## config.mk

```make
export PLATFORM = sky130hd
export DESIGN_NAME = robi_cfg
export DESIGN_NICKNAME = d
export VERILOG_FILES = /design/src/rtl/core/robi_pkg.sv /design/src/rtl/core/robi_cfg.sv
export SDC_FILE = /design/constraint.sdc
export NUM_CORES = 1
export LEC_CHECK = 0
export ABC_AREA = 1
export ABC_CLOCK_PERIOD_IN_PS = 1950
export BUFFER_PORTS_ARGS = -buffer_cell sky130_fd_sc_hd__buf_4
export CELL_PAD_IN_SITES_DETAIL_PLACEMENT = 0
export CELL_PAD_IN_SITES_GLOBAL_PLACEMENT = 1
export CORE_MARGIN = 8
export CORE_UTILIZATION = 40
export CTS_CLUSTER_SIZE = 10
export DETAILED_ROUTE_END_ITERATION = 8
export GPL_TIMING_DRIVEN = 0
export PLACE_DENSITY = 0.82
export SLEW_MARGIN = 20
export SYNTH_ARGS = -nofsm -noshare
export SYNTH_HDL_FRONTEND = slang
export SYNTH_SLANG_ARGS = --single-unit
```

## constraint.sdc

```tcl
create_clock -name clk -period 1.95 [get_ports clk]
set_input_delay 0.2925 -clock clk [delete_from_list [all_inputs] [get_ports clk]]
set_output_delay 0.2925 -clock clk [all_outputs]
set_load 0.02 [all_outputs]
```

## src/rtl/core/robi_pkg.sv

```systemverilog
`timescale 1ns / 1ps
`default_nettype none

package robi_pkg;

    // Field formats
    localparam int COORD_BITS = 21;
    localparam int FRAC_BITS  = 12;
    localparam int NUM_AX     = 3;
    localparam int FIELD_W    = 63;
    localparam int OUT_W      = 29;
    localparam int LIMIT_W    = 20;

    // Datapath widths
    localparam int PROD_W  = 2 * COORD_BITS;              // coord * coord
    localparam int ACC_W   = PROD_W + 2;                  // world center at 2F
    localparam int D_W     = ACC_W - FRAC_BITS + 1;       // center - origin
    localparam int F_W     = PROD_W + 2;                  // dir . axis
    localparam int EP_W    = COORD_BITS + D_W;            // axis * d
    localparam int E_W     = EP_W + 2;                    // axis . d
    localparam int EXT_W   = COORD_BITS + FRAC_BITS;      // extent at 2F
    localparam int NUM_W   = E_W + 1;                     // e -/+ extent
    localparam int DEN_W   = F_W;                         // |f|
    localparam int QBIG_SH = 36;                          // integer part limit
    localparam int Q_W     = QBIG_SH + FRAC_BITS;         // quotient bits
    localparam int QSAT_SH = 52;
    localparam int T_W     = QSAT_SH + 2;                 // signed t values

    localparam int DIV_LANES = 2 * NUM_AX;
    localparam int DIV_STEPS = Q_W;

    localparam logic [T_W-1:0] T_SAT      = T_W'(1) << QSAT_SH;
    localparam logic [T_W-1:0] T_FAR_INIT = T_W'(100000) << FRAC_BITS;

    // Register file
    localparam int APB_AW = 5;
    localparam int APB_DW = 32;
    localparam logic [COORD_BITS-1:0] DIR_Z_RESET = COORD_BITS'(1) << FRAC_BITS;
    localparam logic [LIMIT_W-1:0]    LIMIT_RESET = LIMIT_W'(16777);

    typedef enum logic [2:0] {
        REG_ORG_X = 3'd0,
        REG_ORG_Y = 3'd1,
        REG_ORG_Z = 3'd2,
        REG_DIR_X = 3'd3,
        REG_DIR_Y = 3'd4,
        REG_DIR_Z = 3'd5,
        REG_LIMIT = 3'd6
    } reg_idx_t;

    typedef logic signed [COORD_BITS-1:0] coord_t;

    typedef struct packed {
        coord_t [NUM_AX-1:0]  org;
        coord_t [NUM_AX-1:0]  dir;
        logic [LIMIT_W-1:0]   limit;
    } cfg_t;

    // Per-axis flags that ride along with the divider
    typedef struct packed {
        logic par;      // near-parallel axis, containment test only
        logic fail;     // containment test fails
        logic neg_lo;
        logic neg_hi;
        logic sat_lo;
        logic sat_hi;
    } axis_side_t;

    typedef axis_side_t [NUM_AX-1:0]                side_vec_t;
    typedef logic [DIV_LANES-1:0][NUM_W-1:0]        num_vec_t;
    typedef logic [NUM_AX-1:0][DEN_W-1:0]           den_vec_t;
    typedef logic [DIV_LANES-1:0][Q_W-1:0]          q_vec_t;

    // Component k of a packed triple
    function automatic coord_t comp(input logic [FIELD_W-1:0] p, input int k);
        return p[k*COORD_BITS +: COORD_BITS];
    endfunction

endpackage

`default_nettype wire

```

## src/rtl/core/robi_cfg.sv

```systemverilog
`timescale 1ns / 1ps
`default_nettype none

module robi_cfg (
    input  logic                          clk,
    input  logic                          rst_n,
    input  logic                          psel,
    input  logic                          penable,
    input  logic                          pwrite,
    input  logic [robi_pkg::APB_AW-1:0]   paddr,
    input  logic [robi_pkg::APB_DW-1:0]   pwdata,
    output logic [robi_pkg::APB_DW-1:0]   prdata,
    output logic                          pready,
    output robi_pkg::cfg_t                cfg
);
    import robi_pkg::*;

    logic [COORD_BITS-1:0] org_reg [NUM_AX];
    logic [COORD_BITS-1:0] dir_reg [NUM_AX];
    logic [LIMIT_W-1:0]    limit_reg;
    logic                  wr_en;
    reg_idx_t              idx;

    assign pready = 1'b1;
    assign wr_en  = psel && penable && pwrite;
    assign idx    = reg_idx_t'(paddr[APB_AW-1:2]);

    // Register writes
    always_ff @(posedge clk or negedge rst_n)
    begin
        if (!rst_n)
        begin
            for (int i = 0; i < NUM_AX; i++)
            begin
                org_reg[i] <= '0;
                dir_reg[i] <= '0;
            end
            dir_reg[2] <= DIR_Z_RESET;
            limit_reg  <= LIMIT_RESET;
        end
        else if (wr_en)
        begin
            unique case (idx)
                REG_ORG_X: org_reg[0] <= pwdata[COORD_BITS-1:0];
                REG_ORG_Y: org_reg[1] <= pwdata[COORD_BITS-1:0];
                REG_ORG_Z: org_reg[2] <= pwdata[COORD_BITS-1:0];
                REG_DIR_X: dir_reg[0] <= pwdata[COORD_BITS-1:0];
                REG_DIR_Y: dir_reg[1] <= pwdata[COORD_BITS-1:0];
                REG_DIR_Z: dir_reg[2] <= pwdata[COORD_BITS-1:0];
                REG_LIMIT: limit_reg  <= pwdata[LIMIT_W-1:0];
                default:   ;
            endcase
        end
    end

    // Read mux
    always_comb
    begin
        unique case (idx)
            REG_ORG_X: prdata = APB_DW'(org_reg[0]);
            REG_ORG_Y: prdata = APB_DW'(org_reg[1]);
            REG_ORG_Z: prdata = APB_DW'(org_reg[2]);
            REG_DIR_X: prdata = APB_DW'(dir_reg[0]);
            REG_DIR_Y: prdata = APB_DW'(dir_reg[1]);
            REG_DIR_Z: prdata = APB_DW'(dir_reg[2]);
            REG_LIMIT: prdata = APB_DW'(limit_reg);
            default:   prdata = '0;
        endcase
    end

    always_comb
    begin
        for (int i = 0; i < NUM_AX; i++)
        begin
            cfg.org[i] = org_reg[i];
            cfg.dir[i] = dir_reg[i];
        end
        cfg.limit = limit_reg;
    end

endmodule

`default_nettype wire

```

==> out/results.ini <==
[clock_tree]
cts_buffers=17
clk_latency_ns=0.42
clk_pin_slew_ns=0.06
cts_tree=yes
clock-sinks=146
root_buffer=clkbuf_16
ctsHtreeMaxLevel=4
clockBufferDepth=2

[finish]
layout.nets=1236
fin_area_um2=9810
multi_input_comb_area_um2=3180
fin_util=0.544
largest_reg_flops=126
seqCellArea_um2=3660
fillers=1827
antennaDiodeCount=0
layout-drive-gt1-share=0.258
syn2layout_area_growth_pct=33.3

[grt]
grt_pass1_wl_um=45500
grt_pass1_vias=7609
antenna_found_initial=0
gr-total-overflow=0
grt_usage=0.264
grt_max_degree=85

[drt]
ant_nets=0
routed_wl_um=30000
drcViolationCount=0
avgRoutedWirePerCell_um=20.9
drtIter0Drc=609
dr.pass1.iters=6
vias_per_cell=5.33
num_vias=7652

[timing]
max_slew_margin=0.543
setup-tns-final_ns=0
setup_violations=0
fin_ws_ns=0.0315
finClkSkew_ns=0
timing.final.crit_period_ns=1.92
max_freq_mhz=521
rsz0062_at_grt=false
maxSlewViolCount=0
hold_viol=0
worstMarginPinSlew_ns=0.685
period_share=0.984

[floorplan]
ios=221
die-width_um=152
start_util=0.408
row_count=49
design.core.area_um2=18000
dieArea_um2=23000
die_h_um=152

[placement]
post_dp_cell_area_um2=9180
port-buffer-count=195
place.gp.congestion=0.897
dp_hpwl_um=22700
dp_slack_ns=-0.0639

[setup_path]
cp.required_ns=1.66
start_kind=primary input
worstPathArrival_ns=1.63
worstSetupEndpointType=output pin
worst-setup-path-type=in2out
crit_fanout=10

[yosys]
synth_seq_cells=146
synth_area_um2=7360
yosysWarnings=0
ys_async_sr_fraction=1.00
synthTopCellsByCount=355 x nand2_1, 140 x dfrtp_1, 123 x o21ai_0, 83 x nand4_1, 63 x nor2_1
synth_area_per_cell_um2=7.60
synth_top_area_cell=dfrtp_1
post-synth-top-count-cell=nand2_1
synth_edf_count=0
synth_area_leaders=dfrtp_1 48%, nand2_1 18%, o21ai_0 8.4%
netlist.area_leader.share=0.476
ys_seq_area_frac=0.498
synth_cells=968
yosysUniqueCellTypes=20
synth_ff_type=dfrtp_1

[power_and_ir_drop]
cellLeakagePower_nw=5.31
p_sw_mw=3.85
p_per_area_nw_per_um2=1090
p_clk_frac=0.309
swShare=0.361
pwr-share-comb=0.300
ir_drop_mv=0.629
finalPower_mw=10.7
pwr-share-seq=0.392
internal-power_mw=6.81

[hold_path]
worstHoldPathType=in2reg

[run_status]
status=finished clean

[job]
max_cap_viol_count=0

[power by group through the flow]
stage	Combinational [mW]	Clock, mW	Sequential [mW]
2_1_floorplan	0.897	0	4.78
3_3_place_gp	3.16	0	4.22
3_5_place_dp	3.20	0	4.21
4_1_cts	3.22	3.30	4.17
5_1_grt	3.44	3.43	4.26
6_report	3.20	3.29	4.18
[worst paths after layout]
kind | slack, ns | end | depth (start not counted) | start
setup / recovery | 0.03 | prdata[20] | 9 | paddr[2]
hold / removal | 0.14 | limit_reg[14] | 3 | pwdata[14]
setup reg to reg | 1.17 | limit_reg[3] | 2 | limit_reg[3]
hold reg to reg | 0.49 | limit_reg[0] | 2 | limit_reg[0]
max in group asynchronous | 0.74 | limit_reg[14] | 3 | rst_n
min in group asynchronous | 0.38 | cfg[43] | 2 | rst_n
[routing by layer]
metal  global-route usage  vias to the layer above  part of all wire
met1                0.355                     3656              0.44
li1                     -                     3628                 -
met2                0.415                      332              0.46
met5                    0                        -                 0
met3               0.0665                       36             0.082
met4               0.0745                        0             0.018
[layout make-up]
type,count,area share
sequential,146,0.373
multi-input combinational,715,0.324
tap,229,0.0292
inverter,25,0.00957
timing repair buffer,197,0.154
buffer,92,0.0510
clock buffer,22,0.0483
clock inverter,10,0.0110
[what timing repair did]
action                                 4_1_cts  5_1_grt
endpoints found under the hold margin       57        0
resized for setup                            3       31
hold buffers                                 1        0
buffers inserted                             0        0
setup endpoints to repair                   13       21
[stage by stage]
step	hold WS, ns	std cells
global route	0.133	1436
global placement	0.481	1402
floorplan	-0.00309	978
finish	0.138	1436
detailed placement	0.262	1403
CTS	0.122	1436
[cells by family after synthesis]
kind of cell	count (synthesis)	share of synthesized area
simple gates	556	0.325
flops	146	0.498
buf+inv	117	0.0760
other cells	2	0.00102
compound gates	147	0.100
[cells in the final DEF (no fill, tap or decap), drive strengths merged]
cell type    synthesis  layout
nand3               48      48
clkbuf              34      64
nand4               83      83
inv                 25      25
dfrtp              140     140
clkinv               0       5
bufinv               0       2
clkinvlp             0       3
buf                 58     246
nor2                69      69
dlygate4sd3          0       1
conb                 2      12
nand2              356     356
o21ai              147     147
dfstp                6       6
[worst max-delay path, cell delays in order]
cell and delay [ns]:
buf_4 0.12, buf_4 0.19, nor2_4 0.20, buf_2 0.30
nand3_1 0.10, o21ai_0 0.09, inv_1 0.05, nand2_1 0.12
buf_4 0.16
(Power assumes the default switching activity.)
