===== src/rtl/core/robi_pkg.sv =====
`timescale 1ns / 1ps
`default_nettype none

package robi_pkg;

    // Field formats
    localparam int COORD_BITS = 21;
    localparam int FRAC_BITS  = 12;
    localparam int NUM_AX     = 3;
    localparam int FIELD_W    = 63;
    localparam int OUT_W      = 29;
    localparam int LIMIT_W    = 20;

    // Datapath widths
    localparam int PROD_W  = 2 * COORD_BITS;              // coord * coord
    localparam int ACC_W   = PROD_W + 2;                  // world center at 2F
    localparam int D_W     = ACC_W - FRAC_BITS + 1;       // center - origin
    localparam int F_W     = PROD_W + 2;                  // dir . axis
    localparam int EP_W    = COORD_BITS + D_W;            // axis * d
    localparam int E_W     = EP_W + 2;                    // axis . d
    localparam int EXT_W   = COORD_BITS + FRAC_BITS;      // extent at 2F
    localparam int NUM_W   = E_W + 1;                     // e -/+ extent
    localparam int DEN_W   = F_W;                         // |f|
    localparam int QBIG_SH = 36;                          // integer part limit
    localparam int Q_W     = QBIG_SH + FRAC_BITS;         // quotient bits
    localparam int QSAT_SH = 52;
    localparam int T_W     = QSAT_SH + 2;                 // signed t values

    localparam int DIV_LANES = 2 * NUM_AX;
    localparam int DIV_STEPS = Q_W;

    localparam logic [T_W-1:0] T_SAT      = T_W'(1) << QSAT_SH;
    localparam logic [T_W-1:0] T_FAR_INIT = T_W'(100000) << FRAC_BITS;

    // Register file
    localparam int APB_AW = 5;
    localparam int APB_DW = 32;
    localparam logic [COORD_BITS-1:0] DIR_Z_RESET = COORD_BITS'(1) << FRAC_BITS;
    localparam logic [LIMIT_W-1:0]    LIMIT_RESET = LIMIT_W'(16777);

    typedef enum logic [2:0] {
        REG_ORG_X = 3'd0,
        REG_ORG_Y = 3'd1,
        REG_ORG_Z = 3'd2,
        REG_DIR_X = 3'd3,
        REG_DIR_Y = 3'd4,
        REG_DIR_Z = 3'd5,
        REG_LIMIT = 3'd6
    } reg_idx_t;

    typedef logic signed [COORD_BITS-1:0] coord_t;

    typedef struct packed {
        coord_t [NUM_AX-1:0]  org;
        coord_t [NUM_AX-1:0]  dir;
        logic [LIMIT_W-1:0]   limit;
    } cfg_t;

    // Per-axis flags that ride along with the divider
    typedef struct packed {
        logic par;      // near-parallel axis, containment test only
        logic fail;     // containment test fails
        logic neg_lo;
        logic neg_hi;
        logic sat_lo;
        logic sat_hi;
    } axis_side_t;

    typedef axis_side_t [NUM_AX-1:0]                side_vec_t;
    typedef logic [DIV_LANES-1:0][NUM_W-1:0]        num_vec_t;
    typedef logic [NUM_AX-1:0][DEN_W-1:0]           den_vec_t;
    typedef logic [DIV_LANES-1:0][Q_W-1:0]          q_vec_t;

    // Component k of a packed triple
    function automatic coord_t comp(input logic [FIELD_W-1:0] p, input int k);
        return p[k*COORD_BITS +: COORD_BITS];
    endfunction

endpackage

`default_nettype wire


===== src/rtl/core/robi_back.sv =====
`timescale 1ns / 1ps
`default_nettype none

// Three stages: signed slab pair sort, interval narrowing, hit word register.
module robi_back (
    input  logic                        clk,
    input  logic                        rst_n,
    input  logic                        adv,
    input  logic                        in_valid,
    input  robi_pkg::q_vec_t            quots,
    input  robi_pkg::side_vec_t         side,
    output logic                        out_valid,
    output logic                        hit,
    output logic [robi_pkg::OUT_W-1:0]  entry_distance
);
    import robi_pkg::*;

    logic [2:0]              valid_reg;

    logic [T_W-1:0]          mag_lo  [NUM_AX];
    logic [T_W-1:0]          mag_hi  [NUM_AX];
    logic signed [T_W-1:0]   t_lo    [NUM_AX];
    logic signed [T_W-1:0]   t_hi    [NUM_AX];
    logic signed [T_W-1:0]   b1_t1_reg   [NUM_AX];
    logic signed [T_W-1:0]   b1_t2_reg   [NUM_AX];
    logic                    b1_par_reg  [NUM_AX];
    logic                    b1_fail_reg [NUM_AX];

    logic signed [T_W-1:0]   tnear_next;
    logic signed [T_W-1:0]   tfar_next;
    logic                    ok_next;
    logic signed [T_W-1:0]   b2_tnear_reg;
    logic signed [T_W-1:0]   b2_tfar_reg;
    logic                    b2_ok_reg;

    logic                    hit_next;
    logic                    hit_reg;
    logic [OUT_W-1:0]        entry_reg;

    always_ff @(posedge clk or negedge rst_n)
    begin
        if (!rst_n)
            valid_reg <= '0;
        else if (adv)
            valid_reg <= {valid_reg[1:0], in_valid};
    end

    // Stage 1: apply saturation and sign, order the slab pair
    always_comb
    begin
        for (int k = 0; k < NUM_AX; k++)
        begin
            mag_lo[k] = side[k].sat_lo ? T_SAT : T_W'(quots[2*k]);
            mag_hi[k] = side[k].sat_hi ? T_SAT : T_W'(quots[2*k+1]);
            t_lo[k]   = side[k].neg_lo ? -$signed(mag_lo[k]) : $signed(mag_lo[k]);
            t_hi[k]   = side[k].neg_hi ? -$signed(mag_hi[k]) : $signed(mag_hi[k]);
        end
    end

    always_ff @(posedge clk)
    begin
        if (adv)
        begin
            for (int k = 0; k < NUM_AX; k++)
            begin
                b1_t1_reg[k]   <= (t_lo[k] > t_hi[k]) ? t_hi[k] : t_lo[k];
                b1_t2_reg[k]   <= (t_lo[k] > t_hi[k]) ? t_lo[k] : t_hi[k];
                b1_par_reg[k]  <= side[k].par;
                b1_fail_reg[k] <= side[k].fail;
            end
        end
    end

    // Stage 2: narrow [t_near, t_far]; parallel axes only test containment
    always_comb
    begin
        tnear_next = '0;
        tfar_next  = $signed(T_FAR_INIT);
        ok_next    = 1'b1;
        for (int k = 0; k < NUM_AX; k++)
        begin
            if (b1_par_reg[k])
            begin
                if (b1_fail_reg[k])
                    ok_next = 1'b0;
            end
            else
            begin
                if (b1_t1_reg[k] > tnear_next)
                    tnear_next = b1_t1_reg[k];
                if (b1_t2_reg[k] < tfar_next)
                    tfar_next = b1_t2_reg[k];
            end
        end
    end

    always_ff @(posedge clk)
    begin
        if (adv)
        begin
            b2_tnear_reg <= tnear_next;
            b2_tfar_reg  <= tfar_next;
            b2_ok_reg    <= ok_next;
        end
    end

    // Stage 3: hit word
    assign hit_next = b2_ok_reg && (b2_tfar_reg >= b2_tnear_reg);

    always_ff @(posedge clk)
    begin
        if (adv)
        begin
            hit_reg   <= hit_next;
            entry_reg <= hit_next ? b2_tnear_reg[OUT_W-1:0] : '0;
        end
    end

    assign out_valid      = valid_reg[2];
    assign hit            = hit_reg;
    assign entry_distance = entry_reg;

endmodule

`default_nettype wire


===== config.mk =====
export PLATFORM = sky130hd
export DESIGN_NAME = robi_back
export DESIGN_NICKNAME = d
export VERILOG_FILES = /design/src/rtl/core/robi_pkg.sv /design/src/rtl/core/robi_back.sv
export SDC_FILE = /design/constraint.sdc
export NUM_CORES = 2
export LEC_CHECK = 0
export BUFFER_PORTS_ARGS = -buffer_cell sky130_fd_sc_hd__clkbuf_2
export CAP_MARGIN = 20
export CELL_PAD_IN_SITES_DETAIL_PLACEMENT = 0
export CELL_PAD_IN_SITES_GLOBAL_PLACEMENT = 2
export CORE_UTILIZATION = 39
export DETAILED_ROUTE_END_ITERATION = 7
export PLACE_DENSITY_LB_ADDON = 0.08
export SYNTH_ARGS = -nofsm -noshare
export SYNTH_HDL_FRONTEND = slang
export SYNTH_SLANG_ARGS = --single-unit

===== constraint.sdc =====
create_clock -name clk -period 9.8 [get_ports clk]
set_input_delay 0.49 -clock clk [delete_from_list [all_inputs] [get_ports clk]]
set_output_delay 0.49 -clock clk [all_outputs]
set_load 0.03 [all_outputs]

==> flow_summary.toml <==
[sta]
worst_pin_slew_ns = 1.17
max_freq_mhz = 110
hold_viol = 0
finalClockSkew_ns = 0.0481
finalCriticalPeriod_ns = 9.12
worst_slack_ns = 0.678
fin_crit_sh_pct = 93.1
rsz0062_at_grt = "no"
drv_slew = 0
slew_headroom_pct = 21.3
setup_violations = 0
finalSetupTns_ns = 0

[clock_network]
path_clk_slew_ns = 0.06
cts_setup_buffers = 0
cts.path.max_buffers = 3
cts-resized-gates = 0
cts_buffers = 57
hold_buffers = 7
htreeDepth = 2
cts.sinks = 472
cts_tree = "yes"
cts_root_buffer = "clkbuf_16"
clock_latency_ns = 0.67

[pwr]
vdd_ir_drop_max_mv = 0.142
p_leak_nw = 19.7
power_density_nw_per_um2 = 188

[drt]
drc_errors = 0
routed_via_density = 5.71
ant_nets = 0
drt_iter0_drc = 3241
drtPass1Iterations = 6
wirelength_um = 159000
wire_per_inst_um = 26.1
vias = 34700

[synth]
synth-compound-area-share_pct = 17.7
synth_area_leaders = "edfxtp_1 35%, ha_1 14%, mux2i_1 5.3%"
async_flop_share_pct = 0.636
yosysTopAreaCell = "edfxtp_1"
synthAdderAreaFrac_pct = 13.6
synth-seq-cells = 472
synth-edff-count = 469
synth_warnings = 0
synth.avg_cell_area_um2 = 9.17
yosysSeqAreaShare_pct = 35.1
synth_top_family_by_area = "compound AO/OA/AOI/OAI gates"
synth-simple-area-share_pct = 15.1
syn_inst = 4400
synthFlopType = "edfxtp_1"
synth_top_area_share_pct = 34.9
synth-xor-area-share_pct = 3.87
synth_fp_nets = 5147
post_synth_mux_area_share_pct = 9.37
yosysUniqueCellTypes = 76
netlist_area_um2 = 40300

[setup_path]
crit_path_frequent_cell = "ha_1"
cp_slowest_cell = "a2111oi_0"
cp-end-kind = "flop"
criticalPathCategory = "flop to flop"
arrival_ns = 9.49
start_kind = "flop"
max_stage_delay_ns = 0.73
critical_path_required_ns = 10.16
worstPathMaxFanout = 70

[cells_and_area]
final_nets = 5404
drive_above_1_share_pct = 14.4
area_growth_pct = 13.3
final_util_pct = 44.7

[status]
outcome = "completed"

[min_path]
hold_class = "input pin to flop"

[floorplan]
fp.dieH_um = 324
start_util_pct = 39.5
core_region_area_um2 = 102000
dieArea_um2 = 105000
die_x_um = 324
row_count = 117
ioPinCount = 341

[grt]
use_met1_pct = 41.3
grt_max_degree = 160
met2_usage_pct = 49.5
grtUsageTotal_pct = 29.9
grt_pass1_vias = 32500
antenna_found_initial = 1
grt_pass1_wl_um = 227000
grt.busiest_layer = "met2"
grt_use_met3_pct = 2.50
grt-ovfl-total = 0

[place]
place.gp.congestion = 0.968
io_buffers = 340
dp_hpwl_um = 132000
dp_slack_ns = 0.915

[job]
cap_violations = 0
## worst max-delay path: cells and delay by family (launching register included)
family	cells	cell delay [ns]
AND/OR/NAND/NOR	10	2.72
AO/OA/AOI/OAI	8	2.12
buffers and inverters	4	1.56
multiplexers	3	1.01
adder cells (fa/ha/maj)	3	0.91
flip-flops	1	0.38
## power breakdown
| part | internal, mW | total [mW] | leakage (nW) | switching, mW |
|---|---|---|---|---|
| Sequential | 2.74 | 3.11 | 4.65 | 0.365 |
| Clock | 1.34 | 2.29 | 0.978 | 0.944 |
| Combinational | 1.23 | 3.20 | 14.0 | 1.97 |
| Total | 5.31 | 8.59 | 19.7 | 3.28 |
## metal layers
metal / wire length [µm] / vias up
met4: 5450 / 0
met1: 71000 / 16700
met2: 74100 / 1061
met3: 8260 / 164
li1: - / 16800
met5: 0 / -
## placed cells by master, fill, tap and decap left out, drive strengths merged, types with 9 or more instances in the layout
| master | n |
|---|---|
| and2 | 37 |
| and3 | 9 |
| o41ai | 25 |
| nand2 | 386 |
| or2 | 22 |
| o21a | 21 |
| xnor2 | 104 |
| o21bai | 29 |
| nor2 | 330 |
| clkinv | 27 |
| o31a | 10 |
| a211oi | 16 |
| nand4 | 100 |
| nor4 | 61 |
| nor3 | 61 |
| clkbuf | 402 |
| nand2b | 42 |
| nand3 | 37 |
| o21ai | 211 |
| bufinv | 10 |
| o31ai | 74 |
| inv | 355 |
| edfxtp | 469 |
| or4 | 24 |
| a21oi | 303 |
| or3 | 46 |
| buf | 59 |
| xor2 | 74 |
| and4 | 10 |
| ha | 437 |
| o2111ai | 16 |
| mux2 | 144 |
| o211ai | 42 |
| a21o | 168 |
| nor2b | 92 |
| a31oi | 161 |
| mux2i | 215 |
## logic make-up (layout without fill, tap and decap cells)
group | Yosys count | in the layout
AO/OA/AOI/OAI | 1129 | 1129
XOR/XNOR | 178 | 178
adder cells (fa/ha/maj) | 437 | 437
buffers and inverters | 558 | 863
flip-flops | 472 | 472
multiplexers | 359 | 359
other | 1 | 2
AND/OR/NAND/NOR | 1266 | 1266
## metrics by stage
step / cells / hold WS [ns] / power (mW) / area [µm²]
6_report: 6074 / 0.0622 / 8.59 / 45700
2_1_floorplan: 4400 / 0.194 / 4.98 / 40300
4_1_cts: 6073 / 0.0252 / 8.59 / 45700
5_1_grt: 6073 / 0.0441 / 9.04 / 45700
3_5_place_dp: 5959 / 0.291 / 6.29 / 43600
3_3_place_gp: 5959 / 0.289 / 6.28 / 43600
## worst paths after layout
path                             startpoint        endpoint  depth (start not counted)  slack [ns]
hold reg to reg                valid_reg[2]    valid_reg[2]                          1        0.50
hold / removal                     in_valid    valid_reg[0]                          2        0.06
setup reg to reg           b1_t2_reg[0][18]  b2_tfar_reg[3]                         28        0.68
min in group asynchronous             rst_n    valid_reg[2]                          2        0.15
setup / recovery           b1_t2_reg[0][18]  b2_tfar_reg[3]                         28        0.68
max in group asynchronous             rst_n    valid_reg[0]                          2        9.54
## area by class of cell
| cell class | count | area [µm²] |
|---|---|---|
| Fill cell | 10300 | 56500 |
| Multi-Input combinational cell | 3370 | 24200 |
| Tap cell | 1368 | 1710 |
| Sequential cell | 472 | 14200 |
| Timing Repair Buffer | 405 | 2290 |
| Clock inverter | 44 | 563 |
| Clock buffer | 63 | 1450 |
| Inverter | 351 | 1320 |
| Antenna cell | 1 | 2.50 |
## Yosys cell counts (92+ instances only)
cell type,number
nor2_1,330
a21oi_1,303
a21o_1,168
nand4_1,100
nand2_1,386
mux2_2,143
ha_1,437
edfxtp_1,469
xnor2_1,104
nor2b_1,92
mux2i_1,215
inv_1,350
o21ai_0,207
clkbuf_1,155
a31oi_1,161
Note: power is estimated with default switching activity, not from simulation.
